--- src/rtl/avr_pkg.sv ---
// Shared constants and types for the axis-angle vector rotation core.
// No dependencies; imported by every module of the block.
package avr_pkg;

  // Default depth of the quarter-wave sine table
  localparam int unsigned SINE_TABLE_DEPTH_DEF = 256;

  // One full turn in Q10.6 degrees
  localparam int ANGLE_FULL = 23040;

  // pi/2 in Q30, seed of the table generator
  localparam logic [63:0] PI_HALF_Q30 = 64'd1686629713;

  // Phase math: the reduced angle times the depth fits this width for depths up to 4096
  localparam int unsigned PH_NW = 27;

  // Divide by 45 through a reciprocal, exact for operands below 2**PH_NW
  localparam int unsigned DIV45        = 45;
  localparam logic [27:0] DIV45_MUL    = 28'd190887436;
  localparam int unsigned DIV45_SHIFT  = 33;
  // Fraction of a 45th, exact for operands below 2**15
  localparam logic [15:0] FRAC45_MUL   = 16'd46604;
  localparam int unsigned FRAC45_SHIFT = 21;

  // Sine and cosine, signed Q1.16
  typedef logic signed [17:0] trig_t;
  // Matrix element, signed Q24
  typedef logic signed [31:0] coef_t;

  // Side data that travels beside the phase, trig and matrix stages
  typedef struct packed {
    logic signed [15:0] axis_x;
    logic signed [15:0] axis_y;
    logic signed [15:0] axis_z;
    logic signed [31:0] vec_x;
    logic signed [31:0] vec_y;
    logic signed [31:0] vec_z;
  } item_t;

endpackage

--- src/rtl/avr_phase.sv ---
// Angle reduction and table phase: three register stages.
// Depends on avr_pkg.
module avr_phase import avr_pkg::*; #(
  parameter int unsigned SINE_TABLE_DEPTH = SINE_TABLE_DEPTH_DEF,
  localparam int unsigned IW = $clog2(4 * SINE_TABLE_DEPTH),
  localparam int unsigned UW = IW + 7
) (
  input  logic                clk_i,
  input  logic                rst_ni,
  input  logic                en_i,
  input  logic                vld_i,
  input  logic signed [15:0]  angle_deg_i,
  output logic                vld_o,
  output logic [IW-1:0]       idx_s_o,
  output logic [IW-1:0]       idx_c_o,
  output logic [15:0]         frac_o
);

  logic [14:0]      ang_red;
  logic [PH_NW-1:0] n_d, n_q, n2_q;
  logic [54:0]      div_prod;
  logic [UW-1:0]    u_d, u_q;
  logic [5:0]       rem45;
  logic [30:0]      frac_prod;
  logic [8:0]       frac_lo;
  logic [IW-1:0]    idx_s_d, idx_c_d;
  logic [2:0]       vld_q;

  // Reduce the angle into one turn
  always_comb begin
    if (int'(angle_deg_i) < -ANGLE_FULL) begin
      ang_red = 15'(int'(angle_deg_i) + 2 * ANGLE_FULL);
    end else if (angle_deg_i < 0) begin
      ang_red = 15'(int'(angle_deg_i) + ANGLE_FULL);
    end else if (int'(angle_deg_i) >= ANGLE_FULL) begin
      ang_red = 15'(int'(angle_deg_i) - ANGLE_FULL);
    end else begin
      ang_red = 15'(angle_deg_i);
    end
    n_d = PH_NW'(ang_red) * PH_NW'(SINE_TABLE_DEPTH);
  end

  // Quotient by 45 through the reciprocal
  assign div_prod = 55'(n_q) * 55'(DIV45_MUL);
  assign u_d      = div_prod[DIV45_SHIFT +: UW];

  // Remainder sets the low fraction bits
  always_comb begin
    rem45     = 6'(n2_q - PH_NW'(u_q) * PH_NW'(DIV45));
    frac_prod = 31'({rem45, 9'b0}) * 31'(FRAC45_MUL);
    frac_lo   = frac_prod[FRAC45_SHIFT +: 9];
    idx_s_d   = u_q[UW-1:7];
    if (idx_s_d >= IW'(3 * SINE_TABLE_DEPTH)) begin
      idx_c_d = idx_s_d - IW'(3 * SINE_TABLE_DEPTH);
    end else begin
      idx_c_d = idx_s_d + IW'(SINE_TABLE_DEPTH);
    end
  end

  // Advance the valid bits
  always_ff @(posedge clk_i or negedge rst_ni) begin
    if (!rst_ni) begin
      vld_q <= '0;
    end else if (en_i) begin
      vld_q <= {vld_q[1:0], vld_i};
    end
  end

  // Advance the payload
  always_ff @(posedge clk_i) begin
    if (en_i) begin
      n_q     <= n_d;
      n2_q    <= n_q;
      u_q     <= u_d;
      idx_s_o <= idx_s_d;
      idx_c_o <= idx_c_d;
      frac_o  <= {u_q[6:0], frac_lo};
    end
  end

  assign vld_o = vld_q[2];

endmodule

--- config.mk ---
export PLATFORM = sky130hd
export DESIGN_NAME = avr_phase
export DESIGN_NICKNAME = d
export VERILOG_FILES = /design/src/rtl/avr_pkg.sv /design/src/rtl/avr_phase.sv
export SDC_FILE = /design/constraint.sdc
export NUM_CORES = 1
export LEC_CHECK = 0
export ABC_AREA = 1
export BUFFER_PORTS_ARGS = -buffer_cell sky130_fd_sc_hd__buf_4
export CAP_MARGIN = 20
export CORE_MARGIN = 4
export CORE_UTILIZATION = 31
export DETAILED_ROUTE_END_ITERATION = 7
export SLEW_MARGIN = 10
export SYNTH_ARGS = -nofsm -noshare
export SYNTH_HDL_FRONTEND = slang
export SYNTH_SLANG_ARGS = --single-unit
--- constraint.sdc ---
create_clock -name clk_i -period 5.89 [get_ports clk_i]
set_input_delay 0 -clock clk_i [delete_from_list [all_inputs] [get_ports clk_i]]
set_output_delay 0 -clock clk_i [all_outputs]
set_load 0.01 [all_outputs]
## After elaboration in Yosys (flattened, before gate mapping)

Cells that the tools add are included.

| operators by class | value |
|---|---|
| $add $sub $neg | 6 |
| $mul | 3 |
| div/mod/pow operators | 0 |
| $lt $le $gt $ge | 4 |
| equality and inequality tests | 0 |
| shift-type cells | 0 |
| multiplexer cells | 4 |
| bitwise operators | 0 |
| reduce and logical (&&, ||, !) cells | 0 |

Operators by type and width:

| kind | number |
|---|---|
| two-way mux 15 bit | 3 |
| multiplier 15 x 26 -> 40 bit (second input constant) | 1 |
| adder 15 bit (second input constant) | 2 |
| multiplier 6 x 14 -> 19 bit (second input constant) | 1 |
| multiplier 17 x 6 -> 6 bit (second input constant) | 1 |
| greater-or-equal comparator 16 bit (second input constant) | 1 |
| less-than comparator 16 x 1 -> 1 bit (second input constant) | 1 |
| less-than comparator 16 bit (second input constant) | 1 |
| subtractor 15 bit (second input constant) | 1 |
| adder 10 x 9 -> 10 bit (second input constant) | 1 |
| greater-or-equal comparator 10 bit (second input constant) | 1 |
| two-way mux 10 bit | 1 |
| subtractor 10 bit (second input constant) | 1 |
| subtractor 1 x 6 -> 6 bit (first input constant) | 1 |

| word-level totals | value |
|---|---|
| bits in registers | 71 |
| latch bits | 0 |
| memory bits (writable) | 0 |
| ROM bits | 0 |
| input port bits | 20 |
| output and inout port bits | 37 |
| logic and storage cells | 23 |
| memories | 0 |

## Depth between registers and ports, before layout

Gate-level depths: netlist (run 1).

| depth | value |
|---|---|
| word-level depth | 4 |
| mapped depth | 25 |
| depth with buffers taken out | 25 |

## Worst setup path after synthesis (run 1)

No wires, ideal clock.

| timing | value |
|---|---|
| path kind | reg2reg |
| from | reg u_q[2] |
| to | reg frac_o[7] (data pin) |
| setup time | 258 ps |
| data arrival time | 4779 ps |
| data required time | 5632 ps |
| path slack | 853 ps |
| cell stages (with the launch flop) | 22 |
| path buffers | 0 |
| clock period less this slack | 5037 ps |
| cell sequence | edfxtp_1 -> ha_1 -> ha_1 -> fa_1 -> ha_1 -> a21oi_1 -> nand2_1 -> xnor2_1 -> nand2_1 -> nand2_1 -> inv_1 -> ha_1 -> inv_1 -> fa_1 -> fa_1 -> inv_1 -> ha_1 -> a21oi_1 -> o21ai_0 -> a21oi_1 -> nand2_1 -> xor2_1 |

| between the ends | value |
|---|---|
| word-level cells in the longest chain between the ends | 3 |

Ends and longest elaborated chain:

| item | line | source |
|---|---|---|
| start, declared | avr_phase.sv:22 | `logic [UW-1:0] u_d, u_q;` |
| start signal, assigned | avr_phase.sv:74 | `u_q <= u_d;` |
| multiplier 17 x 6 -> 6 bit | avr_phase.sv:49 | `rem45 = 6'(n2_q - PH_NW'(u_q) * PH_NW'(DIV45));` |
| subtractor 1 x 6 -> 6 bit | avr_phase.sv:49 |  |
| multiplier 6 x 14 -> 19 bit | avr_phase.sv:50 | `frac_prod = 31'({rem45, 9'b0}) * 31'(FRAC45_MUL);` |
| net frac_prod[28] | avr_phase.sv:24 | `logic [30:0] frac_prod;` |
| end signal, assigned | avr_phase.sv:77 | `frac_o <= {u_q[6:0], frac_lo};` |
| end, declared | avr_phase.sv:16 | `output logic [15:0] frac_o` |

The timed path passes the listed nets, and every way through them passes these cells.
A chain may end at the register's enable or synchronous reset.

## Worst setup path after layout (run 1)

Ends and elaborated chain as after synthesis.

==> results of run 1 <==
-- registers in the layout (all words and copies together), names as in the netlist --
signal and flops:
frac_o 16, n_q 15, u_q 17, idx_c_o 2, idx_s_o 10, vld_q 3
-- per-layer routing --
layer	global-route usage, %	wire, um	vias to the layer above	part of all wire, %
met4	3.73	459	0	1.8
met5	0	0	-	0
met2	25.3	11800	153	47
met1	19.9	11800	3669	47
li1	-	-	3993	-
met3	2.22	958	30	3.8
-- cells by family after synthesis --
logic type,count (synthesis)
DFF,63
xor gates and xnor gates,22
AOI/OAI and AO/OA,78
adders and majority gates,272
buffers and inverters,323
muxes,1
and+or+nand+nor,487
-- how the worst max path moves through the flow --
stage | from | endpoint | cells past startpoint
6_report | u_q[2]$_DFFE_PP_ | frac_o[7]$_DFFE_PP_ | 21
5_1_grt | u_q[2]$_DFFE_PP_ | frac_o[8]$_DFFE_PP_ | 23
3_3_place_gp | n_q[22]$_DFFE_PP_ | u_q[16]$_DFFE_PP_ | 21
4_1_cts | u_q[2]$_DFFE_PP_ | frac_o[7]$_DFFE_PP_ | 21
3_5_place_dp | u_q[2]$_DFFE_PP_ | frac_o[7]$_DFFE_PP_ | 21
2_1_floorplan | u_q[2]$_DFFE_PP_ | frac_o[7]$_DFFE_PP_ | 21
-- synth_stat cells, types with 3 or more instances --
library cell	count
o21ai_1	3
nand3_1	51
ha_1	179
fa_1	93
a21oi_1	43
nand4_1	11
nand2_2	11
nand2_1	302
nor2_1	77
inv_1	313
o21ai_0	12
nor3_1	10
dfrtp_1	3
o21bai_1	12
a21o_1	3
buf_4	8
or2_2	3
xor2_1	12
nor2_2	14
edfxtp_1	60
xnor2_1	10
-- critical path, delay by kind of cell, from the launching register on --
| family | cells | cell delay [ps] |
|---|---|---|
| adders and majority gates | 8 | 3230 |
| AOI/OAI and AO/OA | 4 | 660 |
| xor gates and xnor gates | 2 | 320 |
| and+or+nand+nor | 4 | 270 |
| DFF | 1 | 420 |
| buffers and inverters | 3 | 210 |
-- area by class of cell --
type | instances | area (um^2)
sequential | 63 | 1880
timing repair buffer | 73 | 586
clock inverter | 7 | 55.1
multi-input combinational | 860 | 6790
tap | 402 | 503
inverter | 315 | 1180
clock buffer | 9 | 225
fill | 3334 | 20300
-- metrics by stage --
step	util, %	cells	worst slack, ps	hold WS (ps)
finish	35.6	1729	547	22.3
global route	35.6	1729	91.3	52.8
CTS	35.6	1729	486	7.99
detailed placement	34.2	1698	506	-210
global placement	34.2	1698	579	-211
floorplan	-	1246	854	-296
==> out/results.ini, run 1 <==
[run_status]
outcome = finished clean

[detailed_routing]
wire_per_inst_um = 14.5
dr.pass1.iters = 5
viasPerCell = 4.54
drcViolationCount = 0
wirelength_um = 25000
num_vias = 7845
drt-initial-drc-count = 410
ant_nets = 0

[global_routing]
grt_max_degree = 66
antenna_found_initial = 0
track_usage_pct = 14.8
grt_pass1_wl_um = 41800
grt_overflow_total = 0
grt_pass1_vias = 8064

[finish]
design_area_um2 = 11200
fin_nets = 1614
final_cell_mix = 313 x inv_1, 302 x nand2_1, 179 x ha_1, 93 x fa_1, 77 x nor2_1
n_antenna_cell = 0
syn_to_final_growth_pct = 13.2
layout_commonest_cell = inv_1
drive_above_1_share_pct = 8.36

[sta]
min_period_over_period_pct = 90.7
slew_viol_final = 0
timing.slew.headroom_pct = 38.8
fin_skew_ps = 8.62
tns_ps = 0
finalCriticalPeriod_ps = 5340
fmax_mhz = 187
grt_setup_unrepaired = false
worst_pin_slew_ps = 917
hold_viol = 0
setup_viol = 0

[cts]
cts_buffers = 9
post_cts_resized = 0
hold_buffers = 15
cts_sinks = 63
clockRootBuffer = clkbuf_16
path_clk_slew_ps = 60
cts_tree = built
htree_levels = 3
clk_latency_ps = 360
clk_path_buf_depth = 2
post_cts_buffers = 0

[critical_path]
arrival_ps = 5450
end_kind = flip-flop
r2r_setup_slack_ps = 550
max_stage_delay_ps = 550
crit_required_ps = 6000
crit_type = flip-flop to flip-flop
r2r_end = frac_o[7]$_DFFE_PP_
cp_common_cell = ha_1
startpoint_type = flip-flop
worst-r2r-cell-count = 21
critPathSlowestCell = fa_1
path_cells = ha_1, ha_1, fa_1, ha_1, a21oi_1, nand2_1, xnor2_1, nand2_1, nand2_1, inv_1, ha_1, inv_1, fa_1, fa_1, inv_1, ha_1, a21oi_1, o21ai_0, a21oi_1, nand2_1, xor2_1
critPathMaxFanout = 5
r2r-start = u_q[2]$_DFFE_PP_

[place]
placed_area_um2 = 10800
gp_congestion = 0.940
io_buffers = 56
dp_hpwl_um = 21800

[logic_synthesis]
synth_edf_count = 60
synth_compound_area_share_pct = 4.44
synth_top_area_share_pct = 22.6
ys.flop_type = edfxtp_1
seq_area_frac_synth_pct = 18.9
synth_cells = 1246
synth_xor_area_share_pct = 1.94
syn_avg_cell_area_um2 = 7.96
synth_top_family_by_area = adder cells
ys_types = 33
async_flop_share_pct = 4.76
synth_fa_ha_area_share_pct = 41.4
mappedNetlistArea_um2 = 9910
yosysWarnings = 0
synthTopCellsByArea = ha_1 23%, fa_1 19%, edfxtp_1 18%
muxShareOfSynthArea_pct = 0.114
synthSimpleGateAreaFrac_pct = 20.7
synth_top_cell_by_area = ha_1
synth_seq_cells = 63
synth_nets = 1538

[die]
row_count = 65
fp.dieArea_um2 = 34900
io_pins = 57
die_x_um = 187
fp.dieH_um = 187
start_util_pct = 31.4
coreArea_um2 = 31600

[min_path]
hp-start = angle_deg_i[15]
hold_path.class = input port to flip-flop
hold_depth = 3
whs_endpoint = n_q[18]$_DFFE_PP_

[flow_run]
cap_violations = 0

Power of run 1 is left out: the tool's default activity adds up to more than one toggle a clock period on the data nets, which glitch-free logic cannot reach.
==> run 2: changes to the inputs <==
- GPL_TIMING_DRIVEN: default -> 1
- clock period: 5.89 -> 4.7 ns (I/O delays scaled with it)
==> run 2 against run 1 <==
  * The flow now finishes with violations (setup timing)
  * Routed wire length increased by 11%
  * Core utilization increased by 6.9 points
  * Final area grew 19%
  * Critical path depth grew 1
  * Worst hold slack got worse by 12 ps
  * Global-route usage increased by 1.0 points
  * Fmax up 9.1%
  * Via count increased by 7.9%
  * Register-to-register slack worse by 740 ps
  * Die area unchanged
  * Sequential cell count is the same
  * Clock-buffer cell count grew 1
  * Largest cell class unchanged
==> out/results.ini, run 2 (synthesis results as in run 1) <==
[run_status]
outcome = finished with violations
violations = setup timing

[sta]
slew_viol_final = 0  ; unchanged
hold_viol = 0  ; unchanged
finalCriticalPeriod_ps = 4900  ; -447 ps
worst_slack_ps = -196  ; -743 ps
fmax_mhz = 204  ; +9.1%
grt_setup_unrepaired = true
setup_viol = 23  ; +23
worst_pin_slew_ps = 864  ; -53.0 ps
min_period_over_period_pct = 104  ; +13 points
timing.slew.headroom_pct = 42.4  ; +3.5 points
fin_skew_ps = 17.4  ; +8.75 ps

[die]
row_count = 65  ; unchanged
io_pins = 57  ; unchanged
die_x_um = 187  ; unchanged
fp.dieH_um = 187  ; unchanged
start_util_pct = 31.4  ; unchanged
fp.dieArea_um2 = 34900  ; unchanged
coreArea_um2 = 31600  ; unchanged

[critical_path]
critPathMaxFanout = 4  ; -1
arrival_ps = 5000  ; -450 ps
crit_required_ps = 4800  ; -1200 ps
end_kind = flip-flop
crit_type = flip-flop to flip-flop
startpoint_type = flip-flop
r2r_setup_slack_ps = -200  ; -740 ps

[finish]
n_antenna_cell = 0  ; unchanged
reg_top3 = u_q: 17 flops, frac_o: 16 flops, n_q: 15 flops
final_cell_mix = 279 x inv_1, 269 x nand2_1, 202 x buf_4, 133 x ha_1, 89 x fa_1
largest_reg_flops = 17  ; unchanged
drive_above_1_share_pct = 28.4  ; +20 points
fin_nets = 1767  ; +9.5%
syn_to_final_growth_pct = 35.1
fin_cells = 1881  ; +8.8%
fillers = 3128  ; -6.2%
layout_commonest_cell = inv_1
regMostFlops = u_q

[global_routing]
grt_pass1_vias = 8745  ; +8.4%
track_usage_pct = 15.9  ; +1.0 points
antenna_found_initial = 0  ; unchanged
grt_overflow_total = 0  ; unchanged
grt_pass1_wl_um = 44400  ; +6.2%
grt_max_degree = 66  ; unchanged

[cts]
clk_latency_ps = 360  ; about the same
cts_tree = built
cts_sinks = 63  ; unchanged
path_clk_slew_ps = 70  ; about the same
clk_path_buf_depth = 2  ; unchanged
clockRootBuffer = clkbuf_16
cts_buffers = 9  ; unchanged
htree_levels = 3  ; unchanged

[detailed_routing]
dr.pass1.iters = 5  ; unchanged
drt-initial-drc-count = 283  ; -31%
wirelength_um = 27700  ; +11%
ant_nets = 0  ; unchanged
num_vias = 8462  ; +7.9%
drcViolationCount = 0  ; unchanged
wire_per_inst_um = 14.7  ; +1.8%
viasPerCell = 4.50  ; -0.85%

[min_path]
hold_path.class = input port to flip-flop

[place]
dp_cells = 1816  ; +6.9%
dp_hpwl_um = 23200  ; +6.2%
io_buffers = 56  ; unchanged
gp_congestion = 0.930  ; -0.98%

[flow_run]
cap_violations = 0  ; unchanged

[run 2: worst max-delay path: stages (launching register included)]
cell	delay, ps
edfxtp_1	450
ha_4	310
ha_4	190
fa_2	560
ha_4	220
a21oi_4	120
nand2_2	80
xnor2_2	180
inv_1	50
nand2_1	60
nand2_1	60
inv_2	110
ha_4	220
fa_1	540
inv_2	40
fa_1	490
inv_2	50
ha_4	160
a21o_1	200
o21bai_1	160
a21oi_1	120
nand2_1	100
xor2_1	150
[run 2: cell type report]
cell class	count	area [um^2]	area share, %
clock buffers	10	229	1.71
clock inverters	5	50.0	0.374
inverters	315	1190	8.89
multi-input cells	860	7770	58.1
flip-flops and latches	63	1880	14.0
well taps	402	503	3.76
repair buffers	226	1770	13.2
[run 2: path summary, 6_finish.rpt]
kind                                        start                   end  cells after the start
worst max register to register   u_q[2]$_DFFE_PP_   frac_o[5]$_DFFE_PP_                     22
worst min register to register  u_q[11]$_DFFE_PP_  idx_s_o[4]$_DFFE_PP_                      0
worst max-delay path             u_q[2]$_DFFE_PP_   frac_o[5]$_DFFE_PP_                     22
max in group asynchronous                  rst_ni  vld_q[1]$_DFFE_PN0P_                      3
min in group asynchronous                  rst_ni  vld_q[0]$_DFFE_PN0P_                      3
worst min-delay path              angle_deg_i[15]     n_q[18]$_DFFE_PP_                      3
[run 2: timing repair]
item,CTS,global route
hold endpoints to repair,16,0
setup endpoints to repair,24,25
buffers inserted,26,9
gates resized for setup,101,73
hold buffers,15,0
pin swaps,112,64
[run 2: per-stage QoR]
step	setup WS, ps	utilization (%)	area (um^2)	TNS (ps)	hold WS (ps)
after global placement	-319	37.7	11900	-4480	-209
after CTS	-190	41.2	13000	-2800	5.45
after detailed placement	-288	37.7	11900	-5460	-208
final	-196	42.4	13400	-2750	10.1
after global routing	-362	42.4	13400	-7310	33.7
after floorplan	-14.9	-	10100	-17.5	-296
[run 2: per-layer routing]
metal / share of wire [%] / vias up / global-route usage (%)
li1: - / 4302 / -
met1: 44 / 3968 / 19.7
met2: 49 / 144 / 28.1
met3: 3.7 / 48 / 2.89
met4: 2.9 / 0 / 4.84
met5: 0 / - / 0
Power of run 2 is left out for the same reason.
